`config.mk`:
```
export PLATFORM = sky130hd
export DESIGN_NAME = modulation_matrix_evaluator
export DESIGN_NICKNAME = d
export VERILOG_FILES = /design/src/sv/mme_pkg.sv /design/src/sv/mme_route_table.sv /design/src/sv/mme_accum.sv /design/src/sv/modulation_matrix_evaluator.sv
export VERILOG_INCLUDE_DIRS = /design/src /design/src/sv
export SDC_FILE = /design/constraint.sdc
export NUM_CORES = 2
export LEC_CHECK = 0
export ABC_AREA = 0
export BUFFER_PORTS_ARGS = -buffer_cell sky130_fd_sc_hd__buf_2
export CAP_MARGIN = 20
export CORE_AREA = 3 3 484 486
export DETAILED_ROUTE_END_ITERATION = 8
export DIE_AREA = 0 0 487 489
export GPL_TIMING_DRIVEN = 0
export PLACE_DENSITY = 0.55
export SLEW_MARGIN = 20
export SYNTH_ARGS = -nofsm -noshare
export SYNTH_HDL_FRONTEND = slang
export SYNTH_SLANG_ARGS = --single-unit
```
`constraint.sdc`:
```
create_clock -name clock -period 7.5 [get_ports clock]
set_input_delay 0 -clock clock [delete_from_list [all_inputs] [get_ports clock]]
set_output_delay 0 -clock clock [all_outputs]
set_load 0.005 [all_outputs]
```
`src/sv/assert_macros.svh`:
```
// assert_macros.svh
// Concurrent assertion macros shared by the modulation matrix RTL.
// No dependencies; the assertions compile away when SYNTHESIS is defined.
`ifndef ASSERT_MACROS_SVH
`define ASSERT_MACROS_SVH
`ifndef SYNTHESIS
`define MME_ASSERT(lbl, clk, rst, prop, msg) \
   lbl: assert property (@(posedge clk) disable iff (rst) (prop)) else $error(msg);
`define MME_ASSERT_NR(lbl, clk, prop, msg) \
   lbl: assert property (@(posedge clk) (prop)) else $error(msg);
`else
`define MME_ASSERT(lbl, clk, rst, prop, msg)
`define MME_ASSERT_NR(lbl, clk, prop, msg)
`endif
`endif

```
`src/sv/mme_pkg.sv`:
```
// mme_pkg.sv
// Field widths, opcodes, the route entry type and the control struct of the
// modulation matrix evaluator. No dependencies.
package mme_pkg;

   localparam int OPCODE_W     = 2;
   localparam int ROUTE_SLOT_W = 5;
   localparam int SRC_FIELD_W  = 4;
   localparam int DEST_FIELD_W = 5;
   localparam int LEVEL_W      = 16;
   localparam int PROD_W       = 2 * LEVEL_W;
   localparam int SUM_W        = 40;
   localparam int FRAC_W       = 15;
   localparam int MASK_W       = 12;

   localparam logic [MASK_W-1:0] MASK_RESET = 12'hA03;

   localparam logic signed [LEVEL_W-1:0] Q15_MAX = 16'sh7FFF;
   localparam logic signed [LEVEL_W-1:0] Q15_MIN = 16'sh8000;

   localparam logic [OPCODE_W-1:0] OP_ROUTE_WR  = 2'd0;
   localparam logic [OPCODE_W-1:0] OP_SOURCE_WR = 2'd1;
   localparam logic [OPCODE_W-1:0] OP_EVALUATE  = 2'd2;

   typedef struct packed {
      logic [SRC_FIELD_W-1:0]    src;
      logic [DEST_FIELD_W-1:0]   dst;
      logic signed [LEVEL_W-1:0] amount;
      logic                      bipolar;
      logic                      enabled;
   } route_type;

   typedef struct packed {
      logic start;
      logic mul_en;
      logic acc_en;
      logic rd_en;
   } acc_ctrl_type;

endpackage

```
`src/sv/mme_route_table.sv`:
```
// mme_route_table.sv
// Route table memory with a registered read port and per-entry enable flags.
// Depends on mme_pkg for the route entry type.
module mme_route_table #(
   parameter int MAX_ROUTES = 32,
   localparam int ROUTE_IDX_W = (MAX_ROUTES > 1) ? $clog2(MAX_ROUTES) : 1
) (
   input  logic                   clock,
   input  logic                   reset,
   input  logic                   wr_en,
   input  logic [ROUTE_IDX_W-1:0] wr_slot,
   input  mme_pkg::route_type     wr_data,
   input  logic                   rd_en,
   input  logic [ROUTE_IDX_W-1:0] rd_slot,
   output mme_pkg::route_type     rd_data
);

   mme_pkg::route_type route_mem [MAX_ROUTES];
   mme_pkg::route_type rd_data_ff;
   logic [MAX_ROUTES-1:0] enabled_ff;
   logic rd_enabled_ff;

   always_ff @(posedge clock) begin
      if (wr_en) begin
         route_mem[wr_slot] <= wr_data;
      end
      if (rd_en) begin
         rd_data_ff <= route_mem[rd_slot];
      end
   end

   always_ff @(posedge clock) begin
      if (reset) begin
         enabled_ff    <= '0;
         rd_enabled_ff <= 1'b0;
      end else begin
         if (wr_en) begin
            enabled_ff[wr_slot] <= wr_data.enabled;
         end
         if (rd_en) begin
            rd_enabled_ff <= enabled_ff[rd_slot];
         end
      end
   end

   always_comb begin
      rd_data         = rd_data_ff;
      rd_data.enabled = rd_enabled_ff;
   end

endmodule

```
`src/sv/mme_accum.sv`:
```
// mme_accum.sv
// Shared multiplier, destination sum memory and Q1.15 saturation of results.
// Depends on mme_pkg for widths and the control struct.
module mme_accum #(
   parameter int NUM_DESTINATIONS = 20,
   localparam int DEST_IDX_W = (NUM_DESTINATIONS > 1) ? $clog2(NUM_DESTINATIONS) : 1
) (
   input  logic                                clock,
   input  logic                                reset,
   input  mme_pkg::acc_ctrl_type               ctrl,
   input  logic signed [mme_pkg::LEVEL_W-1:0]  op_level,
   input  logic signed [mme_pkg::LEVEL_W-1:0]  op_amount,
   input  logic                                op_valid,
   input  logic [DEST_IDX_W-1:0]               op_dest,
   input  logic [DEST_IDX_W-1:0]               rd_dest,
   output logic signed [mme_pkg::LEVEL_W-1:0]  rd_value
);

   localparam int SUM_W  = mme_pkg::SUM_W;
   localparam int PROD_W = mme_pkg::PROD_W;
   localparam int TOP_LO = mme_pkg::FRAC_W + mme_pkg::LEVEL_W - 1;

   logic signed [SUM_W-1:0] sum_mem [NUM_DESTINATIONS];
   logic [NUM_DESTINATIONS-1:0] touched_ff;
   logic signed [PROD_W-1:0] product_ff;
   logic [DEST_IDX_W-1:0] pdest_ff;
   logic pvalid_ff;
   logic signed [SUM_W-1:0] rd_data_ff;
   logic rd_touched_ff;
   logic rd_any;
   logic [DEST_IDX_W-1:0] rd_addr;
   logic signed [SUM_W-1:0] base_sum;
   logic signed [SUM_W-1:0] acc_sum;
   logic [SUM_W-1:TOP_LO] top_bits;

   assign rd_any   = ctrl.mul_en | ctrl.rd_en;
   assign rd_addr  = ctrl.mul_en ? op_dest : rd_dest;
   assign base_sum = rd_touched_ff ? rd_data_ff : '0;
   assign acc_sum  = base_sum + {{(SUM_W-PROD_W){product_ff[PROD_W-1]}}, product_ff};

   always_ff @(posedge clock) begin
      if (ctrl.mul_en) begin
         product_ff <= op_level * op_amount;
         pdest_ff   <= op_dest;
      end
      if (ctrl.acc_en && pvalid_ff) begin
         sum_mem[pdest_ff] <= acc_sum;
      end
      if (rd_any) begin
         rd_data_ff <= sum_mem[rd_addr];
      end
   end

   always_ff @(posedge clock) begin
      if (reset) begin
         touched_ff    <= '0;
         pvalid_ff     <= 1'b0;
         rd_touched_ff <= 1'b0;
      end else begin
         if (ctrl.start) begin
            touched_ff <= '0;
         end else if (ctrl.acc_en && pvalid_ff) begin
            touched_ff[pdest_ff] <= 1'b1;
         end
         if (ctrl.mul_en) begin
            pvalid_ff <= op_valid;
         end
         if (rd_any) begin
            rd_touched_ff <= touched_ff[rd_addr];
         end
      end
   end

   assign top_bits = base_sum[SUM_W-1:TOP_LO];

   always_comb begin
      if ((&top_bits) || !(|top_bits)) begin
         rd_value = base_sum[TOP_LO:mme_pkg::FRAC_W];
      end else if (base_sum[SUM_W-1]) begin
         rd_value = mme_pkg::Q15_MIN;
      end else begin
         rd_value = mme_pkg::Q15_MAX;
      end
   end

endmodule

```
`src/sv/modulation_matrix_evaluator.sv`:
```
// An evaluate request occupies the block, with req_stall high, from acceptance until the
// final result is loaded into the result register: every route slot passes through an
// operand step and an accumulate step in the shared multiply-accumulate unit, and each of
// the NUM_DESTINATIONS results needs one read of the destination sum memory. A stalled
// result holds up the next one. Route and source write requests may follow each other
// back to back. Results come out in destination order, the final
// one flagged by rsp_last.
//
// modulation_matrix_evaluator.sv: top level with source registers, mask register,
// sequencer and result register. Depends on mme_pkg, mme_route_table, mme_accum
// and assert_macros.svh.
`include "assert_macros.svh"

module modulation_matrix_evaluator #(
   parameter int MAX_ROUTES       = 32,
   parameter int NUM_SOURCES      = 12,
   parameter int NUM_DESTINATIONS = 20
) (
   input  logic                                    clock,
   input  logic                                    reset,
   input  logic                                    csr_write_enable,
   input  logic [mme_pkg::MASK_W-1:0]              csr_write_data,
   input  logic                                    req_valid,
   output logic                                    req_stall,
   input  logic [mme_pkg::OPCODE_W-1:0]            req_opcode,
   input  logic [mme_pkg::ROUTE_SLOT_W-1:0]        req_route_slot,
   input  logic [mme_pkg::SRC_FIELD_W-1:0]         req_route_source,
   input  logic [mme_pkg::DEST_FIELD_W-1:0]        req_route_destination,
   input  logic signed [mme_pkg::LEVEL_W-1:0]      req_route_amount,
   input  logic                                    req_route_bipolar,
   input  logic                                    req_route_enabled,
   input  logic [mme_pkg::SRC_FIELD_W-1:0]         req_source_slot,
   input  logic signed [mme_pkg::LEVEL_W-1:0]      req_source_level,
   output logic                                    rsp_valid,
   input  logic                                    rsp_stall,
   output logic [mme_pkg::DEST_FIELD_W-1:0]        rsp_dest_index,
   output logic signed [mme_pkg::LEVEL_W-1:0]      rsp_dest_value,
   output logic                                    rsp_last
);

   localparam int ROUTE_IDX_W = (MAX_ROUTES > 1) ? $clog2(MAX_ROUTES) : 1;
   localparam int SRC_IDX_W   = (NUM_SOURCES > 1) ? $clog2(NUM_SOURCES) : 1;
   localparam int DEST_IDX_W  = (NUM_DESTINATIONS > 1) ? $clog2(NUM_DESTINATIONS) : 1;
   localparam int MASK_EXT_W  = 2 ** mme_pkg::SRC_FIELD_W;
   localparam int LEVEL_W     = mme_pkg::LEVEL_W;

   localparam logic [1:0] ST_IDLE    = 2'd0;
   localparam logic [1:0] ST_OPERAND = 2'd1;
   localparam logic [1:0] ST_ACC     = 2'd2;
   localparam logic [1:0] ST_EMIT    = 2'd3;

   logic [1:0] state_ff, state_in;
   logic [ROUTE_IDX_W-1:0] route_idx_ff, route_idx_in;
   logic [DEST_IDX_W-1:0] emit_idx_ff, emit_idx_in;
   logic rd_pending_ff, rd_pending_in;
   logic [mme_pkg::MASK_W-1:0] mask_ff;
   logic signed [LEVEL_W-1:0] source_ff [NUM_SOURCES];
   logic rsp_valid_ff, rsp_valid_in;
   logic [mme_pkg::DEST_FIELD_W-1:0] rsp_index_ff;
   logic signed [LEVEL_W-1:0] rsp_value_ff;
   logic rsp_last_ff;

   logic accept;
   logic rsp_load;
   logic route_last;
   logic emit_last;
   logic route_wr_en;
   logic [ROUTE_IDX_W-1:0] route_wr_slot;
   mme_pkg::route_type route_wr_data;
   logic route_rd_en;
   logic [ROUTE_IDX_W-1:0] route_rd_slot;
   mme_pkg::route_type route_rd_data;
   mme_pkg::acc_ctrl_type acc_ctrl;
   logic [DEST_IDX_W-1:0] op_dest;
   logic [DEST_IDX_W-1:0] rd_dest;
   logic op_valid;
   logic signed [LEVEL_W-1:0] raw_level;
   logic signed [LEVEL_W-1:0] op_level;
   logic signed [LEVEL_W-1:0] rd_value;
   logic src_ok;
   logic dst_ok;
   logic nat_bipolar;
   logic [MASK_EXT_W-1:0] mask_ext;

   assign req_stall = (state_ff != ST_IDLE);
   assign accept    = req_valid && !req_stall;

   assign route_wr_en   = accept && (req_opcode == mme_pkg::OP_ROUTE_WR) &&
                          (32'(req_route_slot) < MAX_ROUTES);
   assign route_wr_slot = ROUTE_IDX_W'(req_route_slot);
   assign route_wr_data = '{src: req_route_source, dst: req_route_destination,
                            amount: req_route_amount, bipolar: req_route_bipolar,
                            enabled: req_route_enabled};

   mme_route_table #(
      .MAX_ROUTES(MAX_ROUTES)
   ) u_route_table (
      .clock   (clock),
      .reset   (reset),
      .wr_en   (route_wr_en),
      .wr_slot (route_wr_slot),
      .wr_data (route_wr_data),
      .rd_en   (route_rd_en),
      .rd_slot (route_rd_slot),
      .rd_data (route_rd_data)
   );

   always_ff @(posedge clock) begin
      if (reset) begin
         mask_ff <= mme_pkg::MASK_RESET;
      end else if (csr_write_enable) begin
         mask_ff <= csr_write_data;
      end
   end

   always_ff @(posedge clock) begin
      if (reset) begin
         for (int i = 0; i < NUM_SOURCES; i++) begin
            source_ff[i] <= '0;
         end
      end else if (accept && (req_opcode == mme_pkg::OP_SOURCE_WR) &&
                   (32'(req_source_slot) < NUM_SOURCES)) begin
         source_ff[SRC_IDX_W'(req_source_slot)] <= req_source_level;
      end
   end

   // Operand selection for the route whose entry was just read.
   assign mask_ext    = MASK_EXT_W'(mask_ff);
   assign src_ok      = 32'(route_rd_data.src) < NUM_SOURCES;
   assign dst_ok      = 32'(route_rd_data.dst) < NUM_DESTINATIONS;
   assign raw_level   = src_ok ? source_ff[SRC_IDX_W'(route_rd_data.src)] : '0;
   assign nat_bipolar = mask_ext[route_rd_data.src];
   assign op_level    = (nat_bipolar && !route_rd_data.bipolar) ?
                        {1'b0, ~raw_level[LEVEL_W-1], raw_level[LEVEL_W-2:1]} : raw_level;
   assign op_valid    = route_rd_data.enabled && dst_ok;
   assign op_dest     = dst_ok ? DEST_IDX_W'(route_rd_data.dst) : '0;

   mme_accum #(
      .NUM_DESTINATIONS(NUM_DESTINATIONS)
   ) u_accum (
      .clock     (clock),
      .reset     (reset),
      .ctrl      (acc_ctrl),
      .op_level  (op_level),
      .op_amount (route_rd_data.amount),
      .op_valid  (op_valid),
      .op_dest   (op_dest),
      .rd_dest   (rd_dest),
      .rd_value  (rd_value)
   );

   assign route_last = (route_idx_ff == ROUTE_IDX_W'(MAX_ROUTES - 1));
   assign emit_last  = (emit_idx_ff == DEST_IDX_W'(NUM_DESTINATIONS - 1));
   assign rsp_load   = (state_ff == ST_EMIT) && rd_pending_ff && (!rsp_valid_ff || !rsp_stall);

   always_comb begin
      state_in      = state_ff;
      route_idx_in  = route_idx_ff;
      emit_idx_in   = emit_idx_ff;
      rd_pending_in = rd_pending_ff;
      route_rd_en   = 1'b0;
      route_rd_slot = '0;
      acc_ctrl      = '0;
      rd_dest       = emit_idx_ff;
      unique case (state_ff)
         ST_IDLE: begin
            if (accept && (req_opcode == mme_pkg::OP_EVALUATE)) begin
               acc_ctrl.start = 1'b1;
               route_rd_en    = 1'b1;
               route_idx_in   = '0;
               state_in       = ST_OPERAND;
            end
         end
         ST_OPERAND: begin
            acc_ctrl.mul_en = 1'b1;
            if (!route_last) begin
               route_rd_en   = 1'b1;
               route_rd_slot = route_idx_ff + ROUTE_IDX_W'(1);
            end
            state_in = ST_ACC;
         end
         ST_ACC: begin
            acc_ctrl.acc_en = 1'b1;
            if (route_last) begin
               emit_idx_in   = '0;
               rd_pending_in = 1'b0;
               state_in      = ST_EMIT;
            end else begin
               route_idx_in = route_idx_ff + ROUTE_IDX_W'(1);
               state_in     = ST_OPERAND;
            end
         end
         ST_EMIT: begin
            if (!rd_pending_ff) begin
               acc_ctrl.rd_en = 1'b1;
               rd_pending_in  = 1'b1;
            end else if (rsp_load) begin
               if (emit_last) begin
                  rd_pending_in = 1'b0;
                  state_in      = ST_IDLE;
               end else begin
                  emit_idx_in    = emit_idx_ff + DEST_IDX_W'(1);
                  acc_ctrl.rd_en = 1'b1;
                  rd_dest        = emit_idx_ff + DEST_IDX_W'(1);
               end
            end
         end
         default: begin
            state_in = ST_IDLE;
         end
      endcase
   end

   assign rsp_valid_in = rsp_load || (rsp_valid_ff && rsp_stall);

   always_ff @(posedge clock) begin
      if (reset) begin
         state_ff      <= ST_IDLE;
         route_idx_ff  <= '0;
         emit_idx_ff   <= '0;
         rd_pending_ff <= 1'b0;
         rsp_valid_ff  <= 1'b0;
      end else begin
         state_ff      <= state_in;
         route_idx_ff  <= route_idx_in;
         emit_idx_ff   <= emit_idx_in;
         rd_pending_ff <= rd_pending_in;
         rsp_valid_ff  <= rsp_valid_in;
      end
   end

   always_ff @(posedge clock) begin
      if (rsp_load) begin
         rsp_index_ff <= mme_pkg::DEST_FIELD_W'(emit_idx_ff);
         rsp_value_ff <= rd_value;
         rsp_last_ff  <= emit_last;
      end
   end

   assign rsp_valid      = rsp_valid_ff;
   assign rsp_dest_index = rsp_index_ff;
   assign rsp_dest_value = rsp_value_ff;
   assign rsp_last       = rsp_last_ff;

   `MME_ASSERT_NR(a_reset_idle, clock, reset |=> (state_ff == ST_IDLE) && !rsp_valid_ff, "reset did not return the sequencer to idle")
   `MME_ASSERT(a_acc_after_operand, clock, reset, (state_ff == ST_ACC) |-> $past(state_ff == ST_OPERAND), "accumulate step without an operand step")
   `MME_ASSERT(a_rsp_from_emit, clock, reset, $rose(rsp_valid_ff) && !$past(reset) |-> $past(state_ff == ST_EMIT), "result raised outside the emit phase")
   `MME_ASSERT(a_emit_done_last, clock, reset, (state_ff == ST_IDLE) && !$past(reset) && $past(state_ff == ST_EMIT) |-> $past(emit_last) && rsp_valid_ff && rsp_last_ff, "emit phase ended before the final destination")
   `MME_ASSERT(a_last_index, clock, reset, rsp_valid_ff && rsp_last_ff |-> rsp_index_ff == mme_pkg::DEST_FIELD_W'(NUM_DESTINATIONS - 1), "last flag on a destination that is not final")

endmodule
```
==> out/results.ini <==
[status]
status = complete, but fails checks
violations = negative setup slack

[die]
core_um2 = 230000
die_h_um = 489
initial_core_util_pct = 39.9
die_x_um = 487
dieArea_um2 = 238000
row_count = 176
ioPinCount = 95

[yosys]
syn-mean-instance-area_um2 = 14.3
netlist_area_um2 = 91800
synth_common_cells = edfxtp_1, nand2_1, and2_1, inv_1, fa_1
ys.flop_type = edfxtp_1
yosysTopAreaCell = edfxtp_1
yosysWarnings = 0
yosysSeqAreaShare_pct = 65.5
synth_edf_count = 1949
synth_most_common_cell = edfxtp_1
netlist_instances = 6443
synth.top_cell.area_share_pct = 63.7
async_flop_share_pct = 0
ys_ff_latch = 2030
yosysUniqueCellTypes = 79
synth_area_leaders = edfxtp_1, fa_1, mux4_2
syn-num-nets = 6901

[sta]
tightest_slew_ns = 1.10
timing.final.crit_share_pct = 104
finalClockSkew_ns = 0.0785
fin_setup_tns_ns = -1.95
drv_slew = 0
max_slew_margin_pct = 26.9
hold_slack_ns = 0.0810
min_period_ns = 7.78
final-setup-viol-count = 11
fmax_ghz = 0.129
setup_slack_ns = -0.281
rsz0062_at_grt = yes
finalHoldViolCount = 0

[grt]
gr-total-overflow = 0
use_met2_pct = 35.9
use_met1_pct = 29.7
grtUsageTotal_pct = 21.9
antenna_found_initial = 32
grt_pass1_wl_um = 385000
grt_max_degree = 44
top_usage_layer = met2
grtUsageMet3_pct = 3.88
grt_pass1_vias = 56900

[worst_setup_path]
path_class = reg -> reg
crit_required_ns = 8.03
end_kind = register
crit_slowest_cell = fa_2
path_max_fanout = 7
startpoint_type = register
critical_path_arrival_ns = 8.31
slowest_delay_ns = 0.55

[drt]
detail-route-antenna-nets = 0
drc = 0
drtIter0Drc = 5401
drt_pre_antenna_iters = 5
num_vias = 56500
avgRoutedWirePerCell_um = 25.7
totalWireLength_um = 263000
viasPerCell = 5.52

[power_and_ir_drop]
ir_worst_vdd_uv = 1320
power_density_nw_per_um2 = 349
p_total_mw = 37.8
leakage_nw = 37.5

[final_layout]
syn_to_final_growth_pct = 17.8
fin_nets = 7476
drive_above_1_share_pct = 16.8

[placed_design]
numPortBuffers = 93
dp_hpwl_um = 186000
gp_congestion = 0.876

[clock_network]
insertion_delay_ns = 0.86
cts_made_buffers = 209
cts_tree = built
cts.sinks = 2030
clkTransAtPathRegs_ns = 0.06
htree_levels = 4
cts_buffer_depth = 3
clock-root-buffer = clkbuf_16

[worst_hold_path]
holdCritPathClass = in -> reg

[run]
drv_cap = 0

## area by class of cell
class                           instances  area [um2]
Timing Repair Buffer                  366        4300
Sequential cell                      2030       60100
Buffer                                392        1990
Fill cell                           20000      122000
Multi-Input combinational cell       3693       30000
Antenna cell                            9        22.5
Tap cell                             3026        3790
Clock buffer                          262        5500
Inverter                              326        1230
Clock inverter                        123        1170
## sequential cells by signal, summed over array words and instances, names as in the netlist, 2 cells and up
| register | flops |
|---|---|
| rsp_dest_index | 5 |
| u_accum.sum_mem | 800 |
| state_ff | 2 |
| source_ff | 192 |
| rsp_dest_value | 16 |
| u_route_table.rd_data | 26 |
| u_accum.rd_data_ff | 40 |
| route_idx_ff | 5 |
| mask_ff | 12 |
| u_route_table.enabled_ff | 32 |
| u_accum.touched_ff | 20 |
| emit_idx_ff | 5 |
| u_accum.product_ff | 32 |
| u_route_table.route_mem | 832 |
| u_accum.pdest_ff | 5 |
## metal layers
metal  part of all wire (%)  vias up  wire (um)
met2                     48     1936     126000
met4                    3.5       12       9330
met3                    6.8      428      18000
met5                  0.031        -         82
met1                     42    29000     110000
li1                       -    25100          -
## placed cells by master, fill, tap and decap left out, types with 111 or more instances in the layout
cell       count
fa_1         248
clkbuf_1     246
clkbuf_16    210
o22ai_1      126
and2_1       370
edfxtp_1    1949
nor2_1       125
a311oi_1     161
a21oi_1      128
o21ai_0      168
buf_2        220
mux4_2       213
nand3_1      257
inv_1        304
nand2_1      991
ha_1         111
## through the flow
stage | cell area (um2) | instances | util, % | setup WS [ns]
after CTS | 108000 | 10200 | 46.9 | -0.268
final | 108000 | 10200 | 47.0 | -0.281
after global routing | 108000 | 10200 | 47.0 | -0.532
after floorplan | 91800 | 6443 | - | -0.00164
after global placement | 96100 | 9562 | 41.8 | -1.99
after detailed placement | 99100 | 9674 | 43.1 | -2.06
## logic make-up after synthesis
family                     Yosys count  synth area share [%]
DFF                               2030                  65.5
and+or+nand+nor                   2090                  10.7
buffers and inverters              720                  3.22
xor gates and xnor gates            69                 0.658
adders and majority gates          387                  7.43
AOI/OAI and AO/OA                  861                  6.44
muxes                              286                  6.07
## repair_timing
action                                  in CTS  in global routing
cloned                                       2                  0
endpoints found under the hold margin     1085                  0
pin swaps                                   35                 31
setup buffers                               45                  7
hold buffers                               109                  0
endpoints found under the setup margin      22                 17
resized for setup                          177                 67
## where the power goes
group / leakage (nW) / switching, mW / internal (mW)
registers: 18.3 / 0.143 / 13.7
logic: 16.0 / 7.94 / 5.93
clock network: 3.24 / 4.43 / 5.69
## worst paths after layout
check / slack [ns] / end / cells past startpoint / startpoint
worst max-delay path: -0.28 / u_accum.product_ff[31] / 29 / u_route_table.rd_data[23]
worst min register to register: 0.44 / rsp_dest_index[3] / 0 / emit_idx_ff[3]
worst min-delay path: 0.08 / source_ff[10][11] / 3 / req_source_level[11]
worst max register to register: -0.28 / u_accum.product_ff[31] / 29 / u_route_table.rd_data[23]
## critical path: cells and delay by family, from the launching register on
family,cells,cell delay [ns]
muxes,3,1.06
DFF,1,0.34
adders and majority gates,7,3.22
and+or+nand+nor,2,0.32
buffers and inverters,8,0.72
xor gates and xnor gates,1,0.08
AOI/OAI and AO/OA,8,1.72
(Power assumes the default switching activity.)
